$ cat config.mk
export PLATFORM = sky130hd
export DESIGN_NAME = base32_codec
export DESIGN_NICKNAME = d
export VERILOG_FILES = /design/src/rtl/b32c_pkg.sv /design/src/rtl/b32c_core.sv /design/src/rtl/b32c_out.sv /design/src/rtl/base32_codec.sv
export SDC_FILE = /design/constraint.sdc
export NUM_CORES = 1
export LEC_CHECK = 0
export BUFFER_PORTS_ARGS = -buffer_cell sky130_fd_sc_hd__buf_4
export CAP_MARGIN = 20
export CORE_ASPECT_RATIO = 0.7
export CORE_UTILIZATION = 40
export DETAILED_ROUTE_END_ITERATION = 10
export PLACE_DENSITY = 0.58
export SETUP_SLACK_MARGIN = 0.05
export SYNTH_ARGS = -nofsm -noshare
export SYNTH_HDL_FRONTEND = slang
export SYNTH_SLANG_ARGS = --single-unit
$ cat constraint.sdc
create_clock -name aclk -period 6.96 [get_ports aclk]
set_clock_uncertainty 0.2 [all_clocks]
set_input_delay 0.696 -clock aclk [delete_from_list [all_inputs] [get_ports aclk]]
set_output_delay 0.696 -clock aclk [all_outputs]
set_load 0.1 [all_outputs]
$ cat src/rtl/b32c_pkg.sv
package b32c_pkg;

    // Symbol set: 'A'..'Z' for 0..25, '1'..'6' for 26..31
    localparam logic [7:0] CHAR_A   = 8'h41;
    localparam logic [7:0] CHAR_Z   = 8'h5A;
    localparam logic [7:0] CHAR_ONE = 8'h31;
    localparam logic [7:0] CHAR_SIX = 8'h36;
    localparam logic [4:0] DIGIT_SPLIT = 5'd26;

    localparam logic MODE_ENCODE = 1'b0;
    localparam logic MODE_DECODE = 1'b1;

    localparam int MAX_RESULTS = 3;

    typedef struct packed {
        logic       last;
        logic       status;
        logic [7:0] data;
    } result_t;

    // Results produced by one input word, entry 0 leaves first
    typedef struct packed {
        logic [1:0]                  count;
        result_t [MAX_RESULTS-1:0]   res;
    } bundle_t;

    typedef struct packed {
        logic       valid;
        logic [4:0] value;
    } symval_t;

    // Map a 5-bit value to its symbol character
    function automatic logic [7:0] sym_of(input logic [4:0] v);
        logic [7:0] ch;
        if (v < DIGIT_SPLIT) begin
            ch = CHAR_A + {3'd0, v};
        end else begin
            ch = CHAR_ONE + {3'd0, v - DIGIT_SPLIT};
        end
        return ch;
    endfunction

    // Map a character to its 5-bit value and a valid flag
    function automatic symval_t val_of(input logic [7:0] c);
        symval_t sv;
        logic [7:0] diff;
        sv = '0;
        if (c >= CHAR_A && c <= CHAR_Z) begin
            diff = c - CHAR_A;
            sv.valid = 1'b1;
            sv.value = diff[4:0];
        end else if (c >= CHAR_ONE && c <= CHAR_SIX) begin
            diff = c - CHAR_ONE;
            sv.valid = 1'b1;
            sv.value = diff[4:0] + DIGIT_SPLIT;
        end
        return sv;
    endfunction

endpackage

$ cat src/rtl/b32c_core.sv
module b32c_core (
    input  logic                 aclk,
    input  logic                 aresetn,
    input  logic                 cfg_we,
    input  logic                 cfg_wdata,
    input  logic                 accept,
    input  logic [7:0]           in_byte,
    input  logic                 in_last,
    output b32c_pkg::bundle_t    bundle
);

    logic        mode_reg;
    logic [11:0] bit_buffer_reg, bit_buffer_next;
    logic [3:0]  bit_count_reg, bit_count_next;
    logic        error_seen_reg, error_seen_next;

    // Encode path signals
    logic [11:0] enc_buf;
    logic [3:0]  enc_cnt, enc_r1, enc_r2, enc_rem;
    logic [11:0] enc_sh1, enc_sh2, enc_rest, enc_padded;
    logic        enc_two, enc_pad;
    logic [7:0]  enc_sym1, enc_sym2, enc_sym_pad;

    // Decode path signals
    b32c_pkg::symval_t dec_sv;
    logic [11:0] dec_buf, dec_sh, dec_rest;
    logic [3:0]  dec_cnt, dec_rem;
    logic        dec_full;

    // Encode datapath: append byte, cut up to two 5-bit groups, pad leftover
    always_comb begin
        enc_buf    = {bit_buffer_reg[3:0], in_byte};
        enc_cnt    = bit_count_reg + 4'd8;
        enc_r1     = enc_cnt - 4'd5;
        enc_sh1    = enc_buf >> enc_r1;
        enc_two    = (enc_r1 >= 4'd5);
        enc_r2     = enc_r1 - 4'd5;
        enc_sh2    = enc_buf >> enc_r2;
        enc_rem    = enc_two ? enc_r2 : enc_r1;
        enc_rest   = enc_buf & ((12'd1 << enc_rem) - 12'd1);
        enc_padded = enc_rest << (4'd5 - enc_rem);
        enc_pad    = in_last && (enc_rem != 4'd0);
        enc_sym1   = b32c_pkg::sym_of(enc_sh1[4:0]);
        enc_sym2   = b32c_pkg::sym_of(enc_sh2[4:0]);
        enc_sym_pad = b32c_pkg::sym_of(enc_padded[4:0]);
    end

    // Decode datapath: append 5 bits, cut one byte when 8 are pending
    always_comb begin
        dec_sv   = b32c_pkg::val_of(in_byte);
        dec_buf  = {bit_buffer_reg[6:0], dec_sv.value};
        dec_cnt  = bit_count_reg + 4'd5;
        dec_full = (dec_cnt >= 4'd8);
        dec_rem  = dec_cnt - 4'd8;
        dec_sh   = dec_buf >> dec_rem;
        dec_rest = dec_buf & ((12'd1 << dec_rem) - 12'd1);
    end

    // Select results and next state for the accepted word
    always_comb begin
        bundle          = '0;
        bit_buffer_next = bit_buffer_reg;
        bit_count_next  = bit_count_reg;
        error_seen_next = error_seen_reg;
        if (mode_reg == b32c_pkg::MODE_ENCODE) begin
            bundle.res[0].data = enc_sym1;
            if (enc_two) begin
                bundle.res[1].data = enc_sym2;
                bundle.res[2].data = enc_sym_pad;
            end else begin
                bundle.res[1].data = enc_sym_pad;
            end
            bundle.count = 2'd1 + {1'b0, enc_two} + {1'b0, enc_pad};
            bundle.res[0].last = in_last && (bundle.count == 2'd1);
            bundle.res[1].last = in_last && (bundle.count == 2'd2);
            bundle.res[2].last = in_last && (bundle.count == 2'd3);
            if (in_last) begin
                bit_buffer_next = '0;
                bit_count_next  = '0;
            end else begin
                bit_buffer_next = enc_rest;
                bit_count_next  = enc_rem;
            end
        end else if (error_seen_reg) begin
            // Drop the rest of a bad message
            if (in_last) begin
                bit_buffer_next = '0;
                bit_count_next  = '0;
                error_seen_next = 1'b0;
            end
        end else if (!dec_sv.valid) begin
            bundle.count         = 2'd1;
            bundle.res[0].status = 1'b1;
            bundle.res[0].last   = 1'b1;
            bit_buffer_next      = '0;
            bit_count_next       = '0;
            error_seen_next      = !in_last;
        end else begin
            if (dec_full) begin
                bundle.count       = 2'd1;
                bundle.res[0].data = dec_sh[7:0];
                bundle.res[0].last = in_last;
                bit_buffer_next    = dec_rest;
                bit_count_next     = dec_rem;
            end else begin
                bit_buffer_next = dec_buf;
                bit_count_next  = dec_cnt;
            end
            if (in_last) begin
                bit_buffer_next = '0;
                bit_count_next  = '0;
            end
        end
    end

    // Hold mode and pending bits; a mode write abandons the message
    always_ff @(posedge aclk) begin
        if (!aresetn) begin
            mode_reg       <= b32c_pkg::MODE_ENCODE;
            bit_buffer_reg <= '0;
            bit_count_reg  <= '0;
            error_seen_reg <= 1'b0;
        end else if (cfg_we) begin
            mode_reg       <= cfg_wdata;
            bit_buffer_reg <= '0;
            bit_count_reg  <= '0;
            error_seen_reg <= 1'b0;
        end else if (accept) begin
            bit_buffer_reg <= bit_buffer_next;
            bit_count_reg  <= bit_count_next;
            error_seen_reg <= error_seen_next;
        end
    end

endmodule

$ cat src/rtl/b32c_out.sv
module b32c_out (
    input  logic                aclk,
    input  logic                aresetn,
    input  logic                load,
    input  b32c_pkg::bundle_t   bundle,
    output logic                room,
    output logic                m_tvalid,
    input  logic                m_tready,
    output logic [7:0]          m_tdata,
    output logic                m_tuser,
    output logic                m_tlast
);

    b32c_pkg::result_t [b32c_pkg::MAX_RESULTS-1:0] ent_reg;
    logic [1:0] num_reg;
    logic       take;

    assign take     = m_tvalid && m_tready;
    assign m_tvalid = (num_reg != 2'd0);
    assign m_tdata  = ent_reg[0].data;
    assign m_tuser  = ent_reg[0].status;
    assign m_tlast  = ent_reg[0].last;

    // Take a new bundle when the queue is empty or its last pending word is leaving
    assign room = (num_reg == 2'd0) || ((num_reg == 2'd1) && m_tready);

    // Pending word count
    always_ff @(posedge aclk) begin
        if (!aresetn) begin
            num_reg <= '0;
        end else if (load) begin
            num_reg <= bundle.count;
        end else if (take) begin
            num_reg <= num_reg - 2'd1;
        end
    end

    // Load a bundle, or advance the queue by one word
    always_ff @(posedge aclk) begin
        if (load) begin
            ent_reg <= bundle.res;
        end else if (take) begin
            ent_reg[0] <= ent_reg[1];
            ent_reg[1] <= ent_reg[2];
        end
    end

endmodule

$ cat src/rtl/base32_codec.sv
// Streaming base32 codec, symbols 'A'-'Z' then '1'-'6', no padding. cfg_wdata
// selects encode (0) or decode (1); any write restarts the message in progress
// and is to be made by the user only while the block is idle, which the block
// itself does not enforce. Encoding turns each byte into one to three symbols
// (the last byte of a message flushes leftover bits as a zero-padded symbol);
// decoding turns symbols into bytes and drops leftover bits at the end. An
// invalid symbol gives one word with m_tuser set and m_tlast set, and the rest
// of that message up to s_tlast gives nothing. The results of an input word,
// N of them (0 or 1 decoding, 1 to 3 encoding), are registered in the
// three-entry output queue and offered from the cycle after the word is taken;
// the queue empties one word per cycle while m_tready is high, and the next
// input word is taken only when the queue is empty or its last result leaves.
module base32_codec (
    input  logic       aclk,
    input  logic       aresetn,
    input  logic       cfg_we,
    input  logic       cfg_wdata,
    input  logic       s_tvalid,
    output logic       s_tready,
    input  logic [7:0] s_tdata,   // [7:0] in_byte
    input  logic       s_tlast,
    output logic       m_tvalid,
    input  logic       m_tready,
    output logic [7:0] m_tdata,   // [7:0] out_data
    output logic       m_tuser,   // [0] out_status
    output logic       m_tlast
);

    b32c_pkg::bundle_t bundle;
    logic              accept;

    assign accept = s_tvalid && s_tready;

    b32c_core u_core (
        .aclk      (aclk),
        .aresetn   (aresetn),
        .cfg_we    (cfg_we),
        .cfg_wdata (cfg_wdata),
        .accept    (accept),
        .in_byte   (s_tdata),
        .in_last   (s_tlast),
        .bundle    (bundle)
    );

    b32c_out u_out (
        .aclk     (aclk),
        .aresetn  (aresetn),
        .load     (accept),
        .bundle   (bundle),
        .room     (s_tready),
        .m_tvalid (m_tvalid),
        .m_tready (m_tready),
        .m_tdata  (m_tdata),
        .m_tuser  (m_tuser),
        .m_tlast  (m_tlast)
    );

endmodule
==> summary by stage, run 1 <==
Run status
The flow ran to the end, and the final reports show no timing, DRC or antenna violations.

Power
VDD sags by at most 0.2111 mV. In this run, the combinational gates consume 60.6% of the power. The share of total power consumed by net switching is 49.61%. For this design the ratio of total power to cell area is 307.9 nW/um^2. The total power is 1.646 mW. The switching power summed over all nets is 0.8164 mW. The share of total power dissipated in sequential elements is 22.3%. The internal power of the cells totals 0.8292 mW. In this run the static leakage power is 2.014 nW. The clock network burns 17.1% of the power.

Finish
The library cells used most frequently in the layout, excluding fill and tap cells, are nand2_1, nor2_1, o21ai_0, buf_4, ha_1. The area growth from synthesis to layout is 7.906%. The antenna diode count is 0.

The finished layout holds 765 standard cells, fillers aside. The final-stage net count is 655. Leaving out fill and tap cells, the most frequent cell in the layout is nand2_1. The proportion of layout cells with a drive suffix above 1 is 13.82%.

The number of flip-flops in the largest register is 16.

Floorplan
The number of placed I/O pins is 27. The area of the die is 12840 sq um. The initial core utilization is 41.66%.

The core area is 11890 sq um. The floorplan step set the die height to 95.11 um. The width of the die is 135.0 um.

Row generation in the floorplan step produced 33 rows.

STA
The final critical path time including I/O delays and setup is 6.181 ns. The final count of pins violating max slew is 0. The least setup slack across all paths after layout is 0.7787 ns. The normalized max-slew margin is 39.76%. The peak clock frequency supported by timing is 0.1618 GHz. The transition time at the pin with the least slew margin is 0.9006 ns. Hold is met by 0.3064 ns. The count of final hold-check violations is 0. Setup repair after global routing left no endpoint under its margin.

The final-layout setup total negative slack is 0 ns. In the finished design, the share of the clock period the worst path needs comes to 88.81%. Setup violations remaining at the end of the flow were counted as 0.

CTS
The clock net sink count is 41. The insertion delay of the later-clocked pin in the worst-skew pair is 0.29 ns. TritonCTS built the clock tree.

The count of cells resized by post-cts repair is 0. The H-tree generated during clock tree synthesis spans 2 levels. The cell sitting at the root of the clock tree is a clkbuf_16. The clock-pin slew on the worst setup and hold paths is 0.06 ns. The hold buffer count at cts is 0.

The maximum buffer depth of the clock tree is 2. The count of buffers added by post-CTS timing repair for setup is 0. TritonCTS created 5 clock buffers.

Worst setup path
Walking the worst path, the cells encountered are inv_1 -> ha_1 -> buf_4 -> nand2b_1 -> a21oi_1 -> or4_4 -> and2_1 -> o21ai_0 -> nand3_1 -> ha_1 -> nor2b_1 -> a21oi_1 -> a2111oi_0 -> a221o_1 -> nand2_1 -> ha_1 -> or4_4 -> mux2i_1 -> o21ai_1. The largest single stage delay on the critical path is 0.58 ns. STA classifies the critical path endpoint as a flip-flop. In this run the worst setup path begins at u_core.bit_count_reg[1].

The critical path class is flip-flop to flip-flop. The worst path arrival time is 6.01 ns. The cell at the slowest stage of the critical path is or4_4. The combined buffer and inverter count along the critical path is 2. In this run the critical register-to-register path is launched from u_core.bit_count_reg[1]. Measured in cells, the most critical reg-to-reg path has a length of 19. The worst setup path is launched from a flip-flop. STA puts the critical path data required time at 6.79 ns.

The capture point of the worst reg-to-reg path is u_out.ent_reg[12]. The slack of the worst reg-to-reg path is 0.78 ns. The cell that appears most often on the critical path is ha_1. Along the worst path, the maximum fanout reaches 15. Among cell families on the critical path, the largest total delay comes from simple AND/OR/NAND/NOR gates.

GRT
The via count of the first global-routing pass is 4570. The number of antenna violations at the first check in global routing came to 0. The global-route usage over all layers is 26.67%. The largest net degree at the start of global routing is 57. The first global-routing pass estimated 26020 um of wire. Global routing finished with a remaining overflow of 0.

Yosys
The synthesized netlist contains 75 unique library cells. Synthesis produced a netlist with a net count of 662. After synthesis, the share of flip-flops with an asynchronous set or reset is 0%. The number of synthesized flops with an enable pin is 26. The mapped netlist covers 4954 sq um. Synthesis inferred 41 register bits. The part of the Yosys area used for sequential elements is 21.82%.

The mean instance size in the synthesized netlist is 8.068 sq um. The Yosys step of the flow raised 0 warnings. The dominant synthesized flop cell is edfxtp_1. The number of cells produced by synthesis is 614.

Job
The tool flagged a number of max-cap violations equal to 0.

Place
The pre-CTS setup slack is 0.9292 ns. The weighted congestion at the end of routability-driven global placement is 0.9990. In this run the tool buffered the top-level ports with 26 buffer cells. The number of placed instances, taps included is 757. The detailed placement HPWL is 12310 um.

Min path
The hold-critical path endpoint is u_out.num_reg[1]. The worst hold path passes through 2 cells. In this run the most critical hold path is launched from u_out.num_reg[1]. The tightest min-delay check is of the flip-flop to flip-flop type.

Detailed routing
The length of the first detailed-routing pass in iterations is 6. The count of nets left with antenna violations once routing finished came out at 0. After detailed routing, the average wire length per cell comes to 21.30 um. The detailed router placed 4828 vias in this run. The overall routed net length is 16290 um.

The ratio of routed vias to standard cells is 6.311. In the routed design, unresolved DRC markers number 0. The iteration-0 DRC count of the detailed router is 650.
-- worst min-delay path, stage by stage (launching register included) --
cell	delay, ns
dfxtp_1	0.30
inv_1	0.08
a211oi_1	0.08
-- cell families (layout without fill, tap and decap cells) --
| family | count (synthesis) | count (layout) | share of synthesized area [%] |
|---|---|---|---|
| AOI/OAI and AO/OA | 190 | 190 | 26.12 |
| xor gates and xnor gates | 28 | 28 | 5.405 |
| adders and majority gates | 33 | 33 | 8.336 |
| buffers and inverters | 81 | 75 | 7.527 |
| DFF | 41 | 41 | 21.82 |
| muxes | 41 | 41 | 11.24 |
| and+or+nand+nor | 200 | 200 | 19.55 |
-- worst max-delay path by stage --
| stage | to | slack [ns] | depth (start not counted) |
|---|---|---|---|
| final | u_out.ent_reg[12] | 0.78 | 19 |
| after global routing | u_out.ent_reg[11] | 0.31 | 19 |
| after CTS | u_out.ent_reg[12] | 0.88 | 19 |
| after detailed placement | u_out.ent_reg[12] | 0.93 | 19 |
| after global placement | u_out.ent_reg[22] | 1.20 | 19 |
| after floorplan | u_out.ent_reg[12] | 1.09 | 23 |
-- Yosys cell counts (6+ instances only) --
cell	n	area [sq um]
a31oi_1	9	56.30
nand3_1	18	90.09
nand2b_1	7	43.79
buf_4	10	75.07
buf_2	13	65.06
nor2_1	56	210.2
mux2i_1	23	230.2
a221oi_1	7	61.31
nand2_1	63	236.5
ha_1	33	412.9
xnor2_1	20	175.2
o21ai_0	41	205.2
edfxtp_1	26	780.8
nor3_1	18	90.09
o21ai_1	11	55.05
and3_1	7	43.79
o31ai_1	8	60.06
a22oi_1	10	75.07
dfxtp_1	15	300.3
o211ai_1	6	45.04
mux4_2	11	247.7
a21o_1	7	52.55
clkbuf_1	24	90.09
inv_1	27	101.4
a21oi_1	30	150.1
mux2_2	7	78.83
a211oi_1	13	97.59
-- power by group through the flow --
stage               clock, mW  sequential [mW]  combinational (mW)
floorplan                   0            0.382               0.762
global placement            0            0.371               0.979
detailed placement          0            0.372               0.985
CTS                     0.282            0.367               0.988
global route            0.294            0.373                1.08
finish                  0.281            0.367               0.997
-- routing by layer --
layer / wire length (um) / global-route usage [%] / vias to the layer above
met5: 0 / 0 / -
met1: 7616 / 38.52 / 2299
li1: - / - / 2256
met2: 6779 / 40.38 / 249
met3: 1667 / 5.476 / 24
met4: 227 / 6.273 / 0
-- final cells by class --
class | count | area [sq um]
Fill cell | 1163 | 6546
Inverter | 29 | 108.9
Sequential cell | 41 | 1082
Multi-Input combinational cell | 492 | 3500
Clock buffer | 7 | 142.6
Timing Repair Buffer | 38 | 285.3
Clock inverter | 1 | 30.03
Tap cell | 157 | 196.4
-- metrics by stage --
step	utilization [%]	cell area, sq um
2_1_floorplan	-	4954
3_3_place_gp	43.50	5172
3_5_place_dp	43.50	5172
4_1_cts	44.95	5345
5_1_grt	44.95	5345
6_report	44.95	5345
Power figures use the tool's default switching activity.
==> run 2, diff against run 1 <==
--- a/config.mk
+++ b/config.mk
@@ -11,6 +11,7 @@
 export CORE_UTILIZATION = 40
 export DETAILED_ROUTE_END_ITERATION = 10
 export PLACE_DENSITY = 0.58
+export RECOVER_POWER = 50
 export SETUP_SLACK_MARGIN = 0.05
 export SYNTH_ARGS = -nofsm -noshare
 export SYNTH_HDL_FRONTEND = slang
==> run 2 against run 1 <==
  * Core utilization decreased by 0.38 points
  * Cell count unchanged
  * Total power decreased by 1.4%
  * Sequential cell count unchanged
  * Critical path type unchanged
  * Critical endpoint unchanged
  * Highest routed layer unchanged
==> summary by stage, run 2 (same netlist as run 1, synthesis figures left out) <==
Run status
The flow ran to the end, and the final reports show no timing, DRC or antenna violations.

Job
The number of violations of the max-capacitance limit is 0.

Worst setup path
Tracing the worst setup path back leads to its startpoint at u_core.bit_count_reg[1]. Along the worst path, the maximum fanout reaches 15. The slack of the worst reg-to-reg path is 0.79 ns. The largest single stage delay on the critical path is 0.58 ns. The worst setup path is launched from a flip-flop. The worst register-to-register path begins at u_core.bit_count_reg[1]. The data required time at the worst endpoint is 6.79 ns. Traced cell by cell, the critical path runs through inv_1 -> ha_1 -> buf_4 -> nand2b_1 -> a21oi_1 -> or4_4 -> and2_1 -> o21ai_0 -> nand3_1 -> ha_1 -> nor2b_1 -> a21oi_1 -> a2111oi_0 -> a221o_1 -> nand2_1 -> ha_1 -> or4_4 -> mux2i_1 -> o21ai_1. The kind of end point of the critical path is a flip-flop. The cell at the slowest stage of the critical path is or4_4.

Data arrives at the worst endpoint at 6.00 ns. The combined buffer and inverter count along the critical path is 2. The critical path class is flip-flop to flip-flop.

Grouping stages by cell kind, the critical path spends the most delay in simple AND/OR/NAND/NOR gates. The most numerous cell type found on the critical path is ha_1.

STA
The period utilization is 88.63%. The count of final hold-check violations is 0. For the finished layout, the period the worst path requires is 6.169 ns.

The final-layout setup total negative slack is 0 ns. Setup repair after global routing left no endpoint under its margin. The final count of pins violating max slew is 0. The peak clock frequency supported by timing is 0.1621 GHz. The transition time at the pin with the least slew margin is 1.188 ns. Setup violations remaining at the end of the flow were counted as 0. The normalized max-slew margin is 21.14%.

Power
The total power is 1.623 mW. The areal power density over the cells is 306.2 nW/um^2. The share of total power dissipated in the clock network is 17.3%. Internal power comes to 0.8066 mW.

The proportion of power drawn by combinational gates is 60.1%. Of the total power, registers draw 22.6%. IR analysis of the VDD net gives a maximum drop of 0.1946 mV.

The switching power summed over all nets is 0.8164 mW. In this run the static leakage power is 1.969 nW. The share of total power consumed by net switching is 50.30%.

CTS
The tree is rooted in a clkbuf_16. At the later pin of the worst-skew pair, clock insertion delay measures 0.29 ns. The hold buffer count at cts is 0.

The clock tree from TritonCTS is built. The maximum buffer depth of the clock tree is 2. The number of H-tree levels is 2. In this run, CTS created clock tree buffers numbering 5. The clock net sink count is 41. The clock-pin slew on the worst setup and hold paths is 0.06 ns. The count of buffers added by post-CTS timing repair for setup is 0. After clock tree synthesis, the repair step resized 0 gates.

Place
The count of buffers from port buffering is 26. The weighted congestion at the end of routability-driven global placement is 0.9990. The number of placed instances, taps included is 757. The detailed placement HPWL is 12310 um.

Floorplan
The initial core utilization is 41.66%. The floorplan has 33 rows. The number of placed I/O pins is 27. The die is 135.0 um wide. The core area is 11890 sq um. The die covers 12840 sq um.

The die is 95.11 um tall.

GRT
The overflow left after global routing is 0. The first global-routing pass estimated 26020 um of wire. The global-route usage over all layers is 26.67%. The number of antenna violations at the first check in global routing is 0. Entering global routing, the biggest net connects 57 pins. The via count of the first global-routing pass is 4570.

Detailed routing
Summed over all layers, the routed wires come to 16270 um. For this run, design rule violations remaining after detail routing come to 0. The iteration-0 DRC count of the detailed router is 604. The number of nets with antenna violations after routing is 0. The detailed-route wire length per cell is 21.26 um. Dividing the detail-routed via count by the number of cells gives 6.332.

Detailed routing inserted a total of 4844 vias. The length of the first detailed-routing pass in iterations is 5.

Finish
The antenna diode count is 0. The number of flip-flops in the largest register is 16. Leaving out fill and tap cells, the most frequent cells in the layout are nand2_1, nor2_1, o21ai_0, ha_1, a21oi_1. The final-stage net count is 655. The library cell used most frequently in the layout, excluding fill and tap cells, is nand2_1. The final cell count without fillers is 765. The proportion of layout cells with a drive suffix above 1 is 11.84%. The area growth from synthesis to layout is 6.997%.

Min path
The worst hold path belongs to the class flip-flop to flip-flop. In this run the most critical hold path is launched from u_out.num_reg[1].
==> run 2: changes by cell type in the layout (fill, tap and decap cells not counted) <==
cell      change
clkbuf_1     +12
buf_4        -12
==> run 2: routing by layer <==
metal  GRT usage, %  vias up  routed length (um)
li1               -     2260                   -
met1          38.52     2307                7754
met2          40.38      255                6738
met3          5.476       22                1560
met4          6.273        0                 214
met5              0        -                   0
==> run 2: worst min-delay path, delay by kind of cell, from the launching register on <==
kind	cells	cell delay, ns
flip-flops	1	0.29
buffers and inverters	1	0.09
AO/OA/AOI/OAI	1	0.08
==> run 2: per-stage QoR <==
stage | setup slack, ns | utilization (%) | area [sq um] | hold WS (ns)
after CTS | 0.8767 | 44.95 | 5345 | 0.3195
after global routing | 0.3113 | 44.57 | 5300 | 0.3343
after global placement | 1.204 | 43.50 | 5172 | 0.2938
after detailed placement | 0.9292 | 43.50 | 5172 | 0.3077
final | 0.7913 | 44.57 | 5300 | 0.3083
after floorplan | 1.085 | - | 4954 | 0.2630
==> run 2: path summary, 6_finish.rpt <==
kind                            end  cells past startpoint
hold / removal     u_out.num_reg[1]                      2
setup reg to reg  u_out.ent_reg[12]                     19
setup / recovery  u_out.ent_reg[12]                     19
hold reg to reg    u_out.num_reg[1]                      2
==> run 2: power groups by stage <==
stage | combinational, mW | sequential [mW] | clock [mW]
after floorplan | 0.762 | 0.382 | 0
after global placement | 0.979 | 0.371 | 0
after detailed placement | 0.985 | 0.372 | 0
after CTS | 0.988 | 0.367 | 0.282
after global routing | 1.05 | 0.372 | 0.294
final | 0.975 | 0.367 | 0.281
==> run 2: cell type report <==
class / count / area [sq um]
Inverter: 29 / 108.9
Sequential cell: 41 / 1082
Clock buffer: 7 / 142.6
Tap cell: 157 / 196.4
Timing Repair Buffer: 38 / 240.2
Multi-Input combinational cell: 492 / 3500
Fill cell: 1168 / 6591
Clock inverter: 1 / 30.03
==> run 3, diff against run 2 <==
--- a/config.mk
+++ b/config.mk
@@ -15,4 +15,5 @@
 export SETUP_SLACK_MARGIN = 0.05
 export SYNTH_ARGS = -nofsm -noshare
 export SYNTH_HDL_FRONTEND = slang
+export SYNTH_HIERARCHICAL = 1
 export SYNTH_SLANG_ARGS = --single-unit
==> run 3 against run 2 <==
  * Clock power decreased by 1%
  * Global-route usage decreased by 1.0 points
  * Routed wire length increased by 8.9%
  * The run now ends with max-capacitance violations, max-slew violations left
  * Critical endpoint is now u_out/ent_reg[16]
  * Critical path depth increased by 4
  * Worst hold slack got worse by 0.034 ns
  * Synthesized area increased by 12%
  * Synthesized cell count increased by 7.3%
==> summary by stage, run 3 <==
Yosys
The number of synthesized flops with an enable pin is 30. The area of the mapped netlist is 5525 sq um. For this run, the leading register cell type out of synthesis is edfxtp_1. The synthesis-stage register bit count is 45.

Synthesis handed over a netlist of 659 instances. By count the netlist is led by nor2_1, nand2_1, a21oi_1. The area share of the largest cell type after synthesis is 16.30%. Ranked by total cell area, the synthesized netlist is headed by edfxtp_1, ha_1, dfxtp_1. The most common cell in the synthesized netlist is nor2_1. Of the synthesized area, sequential elements account for 21.74%.

The async set or reset register ratio after synthesis is 0%. The number of distinct standard cells referenced by the synthesized netlist is 95. The mean instance size in the synthesized netlist is 8.384 sq um.

The number of synthesis warnings is 6. The cell accounting for the most synthesized area is edfxtp_1.

GRT
Global routing finished with a remaining overflow of 0. The number of antenna violations at the first check in global routing is 0. The largest net degree at the start of global routing is 56. The met3 track demand over resource is 6.536%.

After global routing, the most crowded layer is met1. The via count of the first global-routing pass was 4873. The met1 routing resource usage after global routing is 38.46%.

Global routing used 25.66% of the available tracks. For this run, global-route usage on met2 was measured as 36.16%. The first global-routing pass estimated 27920 um of wire.

Finish
The area of all sequential standard cells is 1202 sq um. The most common cell after layout, fill and taps aside is nor2_1. The count of cells in the finished layout, fillers not included, comes to 842. The proportion of layout cells with a drive suffix above 1 is 14.92%. The number of flip-flops in the largest register is 20. 0 antenna diodes ended up in the layout. The final-stage net count is 705. The area of the multi-input gates is 3909 sq um.

The top cell types in the final layout, fill and taps aside, are nor2_1, nand2_1, a21oi_1, o21ai_0, ha_1. The total of fill cells in the finished design is 1380. The area growth from synthesis to layout is 6.590%.

Worst setup path
Traced cell by cell, the critical path runs through buf_4 -> inv_1 -> ha_1 -> xor2_2 -> nor2_1 -> a311oi_1 -> a21oi_1 -> nand2_1 -> ha_1 -> nor2b_1 -> o21ai_0 -> o21ai_0 -> a211oi_1 -> nor4_1 -> nand3_1 -> ha_1 -> a31oi_1 -> and4b_1 -> o21ai_0 -> nor3_2 -> a21boi_0 -> a211oi_1 -> mux2_2. In this design, the stage delay of the slowest critical-path cell is 0.55 ns. Counting buffers and inverters, the worst setup path is 23 cells deep.

Along the worst path, the maximum fanout reaches 15. For the worst setup path, the data arrival time is 6.17 ns. The critical path is of the flip-flop to flip-flop type. The worst register-to-register path has a depth of 23. Counting both buffers and inverters, the worst setup path holds a total of 2. Data on the critical path is required at its endpoint by 6.80 ns. The kind of end point of the critical path is a flip-flop. The cell at the slowest stage of the critical path is xor2_2. STA classifies the critical path startpoint as a flip-flop.

The kind of cell with the highest combined delay on the critical path is simple AND/OR/NAND/NOR gates.

STA
The final count of pins violating max slew is 45. The final critical path time including I/O delays and setup is 6.337 ns. In the final timing run, aggregate negative setup slack is 0 ns. Setup violations remaining at the end of the flow were counted as 0. Setup repair after global routing left no endpoint under its margin. The normalized max-slew margin is -48.35%. The transition time at the pin with the least slew margin is 2.225 ns.

The final worst hold slack is 0.2739 ns. Static timing analysis puts the maximum clock frequency at 0.1578 GHz. The period utilization is 91.05%.

The count of final hold-check violations is 0.

Floorplan
In this run the count of I/O pins placed on the die edge is 27. The number of standard-cell rows in the floorplan is 35. The initial core utilization is 41.50%.

The floorplan step defined a core boundary enclosing 13310 sq um. The vertical die dimension is 100.3 um. The width of the die is 142.5 um. The area of the die is 14290 sq um.

Place
The number of placed instances, taps included, is 832. The count of buffers from port buffering is 26. Detailed placement ended at an HPWL of 13310 um.

Routability-driven placement finished with a final weighted congestion of 0.9833.

CTS
TritonCTS built the clock tree. The tree is rooted in a clkbuf_16. Clock latency on the worst-skew pair, taken at its later pin, is 0.29 ns. The clock tree synthesis step divided the H-tree into 2 levels. The hold buffer count at cts is 0. The count of buffers added by post-CTS timing repair for setup is 0. Buffers inserted during clock tree synthesis total 5.

Once the clock tree was built, the resizer swapped 0 gates to a different size. In this run the deepest clock path goes through 2 buffers. The clock-pin slew on the worst setup and hold paths is 0.07 ns. The clock net in this run drives a total of 45 sinks.

Detailed routing
The detail route stage leaves a number of antenna-violating nets equal to 0. Wires add up to 17710 um. Summing over every cut layer, the via total after detailed routing is 5246. The detailed-route wire length per cell is 21.03 um. In the routed layout, each cell is associated on average with a via count of 6.230. The length of the first detailed-routing pass in iterations is 5. The detailed-route DRC error count is 0. The detailed router finished its first iteration with 537 violations.

Power
In this run the static leakage power is 2.151 nW. The maximum resistive drop on vdd is 0.1135 mV. Power spread over the standard cell area amounts to 231.3 nW/um^2. The total power is 1.362 mW.

Run status
The run finished, with violations left. The final reports fail on max-capacitance violations, max-slew violations.

Min path
The worst hold path was traced through 2 stages. The path type of the worst min-delay path is flip-flop to flip-flop.

Job
The number of violations of the max-capacitance limit is 1.
==> run 3: changes by cell type after synthesis, sizes merged, moves of 5 or more <==
cell and change:
mux2 +16, o21ai -16, a21oi +12, nand2 -11
and2 +6, nand4 +6, nor2b +6, a221oi -5
a31oi +5, buf +5, nor2 +5
==> run 3: routing by layer <==
layer  routed length (um)  part of all wire [%]  vias to the layer above
met5                    0                     0                        -
met1                 8538                    48                     2550
met4                  170                  0.96                        0
met3                 1726                   9.7                       14
met2                 7276                    41                      242
li1                     -                     -                     2440
==> run 3: cell type report <==
| cell class | instances | area share, % |
|---|---|---|
| clock buffer | 6 | 2.188 |
| inverter | 29 | 1.848 |
| sequential | 45 | 20.42 |
| multi-input combinational | 532 | 66.37 |
| timing repair buffer | 43 | 4.589 |
| clock inverter | 2 | 0.6586 |
| tap | 185 | 3.930 |
==> run 3: worst paths after layout <==
kind / endpoint / startpoint / slack, ns
max: u_out/ent_reg[16] / u_core/bit_count_reg[1] / 0.62
min: u_core/bit_buffer_reg[4] / u_core/bit_buffer_reg[4] / 0.27
max reg2reg: u_out/ent_reg[16] / u_core/bit_count_reg[1] / 0.62
min reg2reg: u_core/bit_buffer_reg[4] / u_core/bit_buffer_reg[4] / 0.27
==> run 3: worst register-to-register path, delay by kind of cell (launching register included) <==
kind | cells | cell delay [ns]
simple gates | 7 | 1.64
compound gates | 9 | 1.61
fa+ha+maj | 3 | 1.12
xor+xnor | 1 | 0.56
buf+inv | 2 | 0.33
mux | 1 | 0.31
flops | 1 | 0.30
==> run 3: kinds of logic (layout without fill, tap and decap cells) <==
| group | Yosys count | in the layout | synth area share [%] |
|---|---|---|---|
| buf+inv | 85 | 80 | 7.790 |
| simple gates | 217 | 217 | 20.13 |
| compound gates | 191 | 191 | 24.43 |
| flops | 45 | 45 | 21.74 |
| other cells | 1 | 4 | 0.06787 |
| xor+xnor | 28 | 28 | 4.846 |
| fa+ha+maj | 34 | 34 | 7.699 |
| mux | 58 | 58 | 13.29 |
==> run 3: stage by stage <==
| step | instance area (sq um) | utilization (%) | setup slack (ns) |
|---|---|---|---|
| 6_report | 5889 | 44.24 | 0.6231 |
| 5_1_grt | 5889 | 44.24 | 0.1696 |
| 4_1_cts | 5927 | 44.52 | 0.7986 |
| 3_5_place_dp | 5759 | 43.26 | 0.8591 |
| 3_3_place_gp | 5759 | 43.26 | 1.022 |
| 2_1_floorplan | 5537 | - | 0.5334 |
==> run 3: power breakdown <==
group,switching [mW],internal [mW],leakage [nW]
combinational,0.493,0.208,1.65
clock,0.107,0.170,0.0810
sequential,0.0222,0.363,0.418
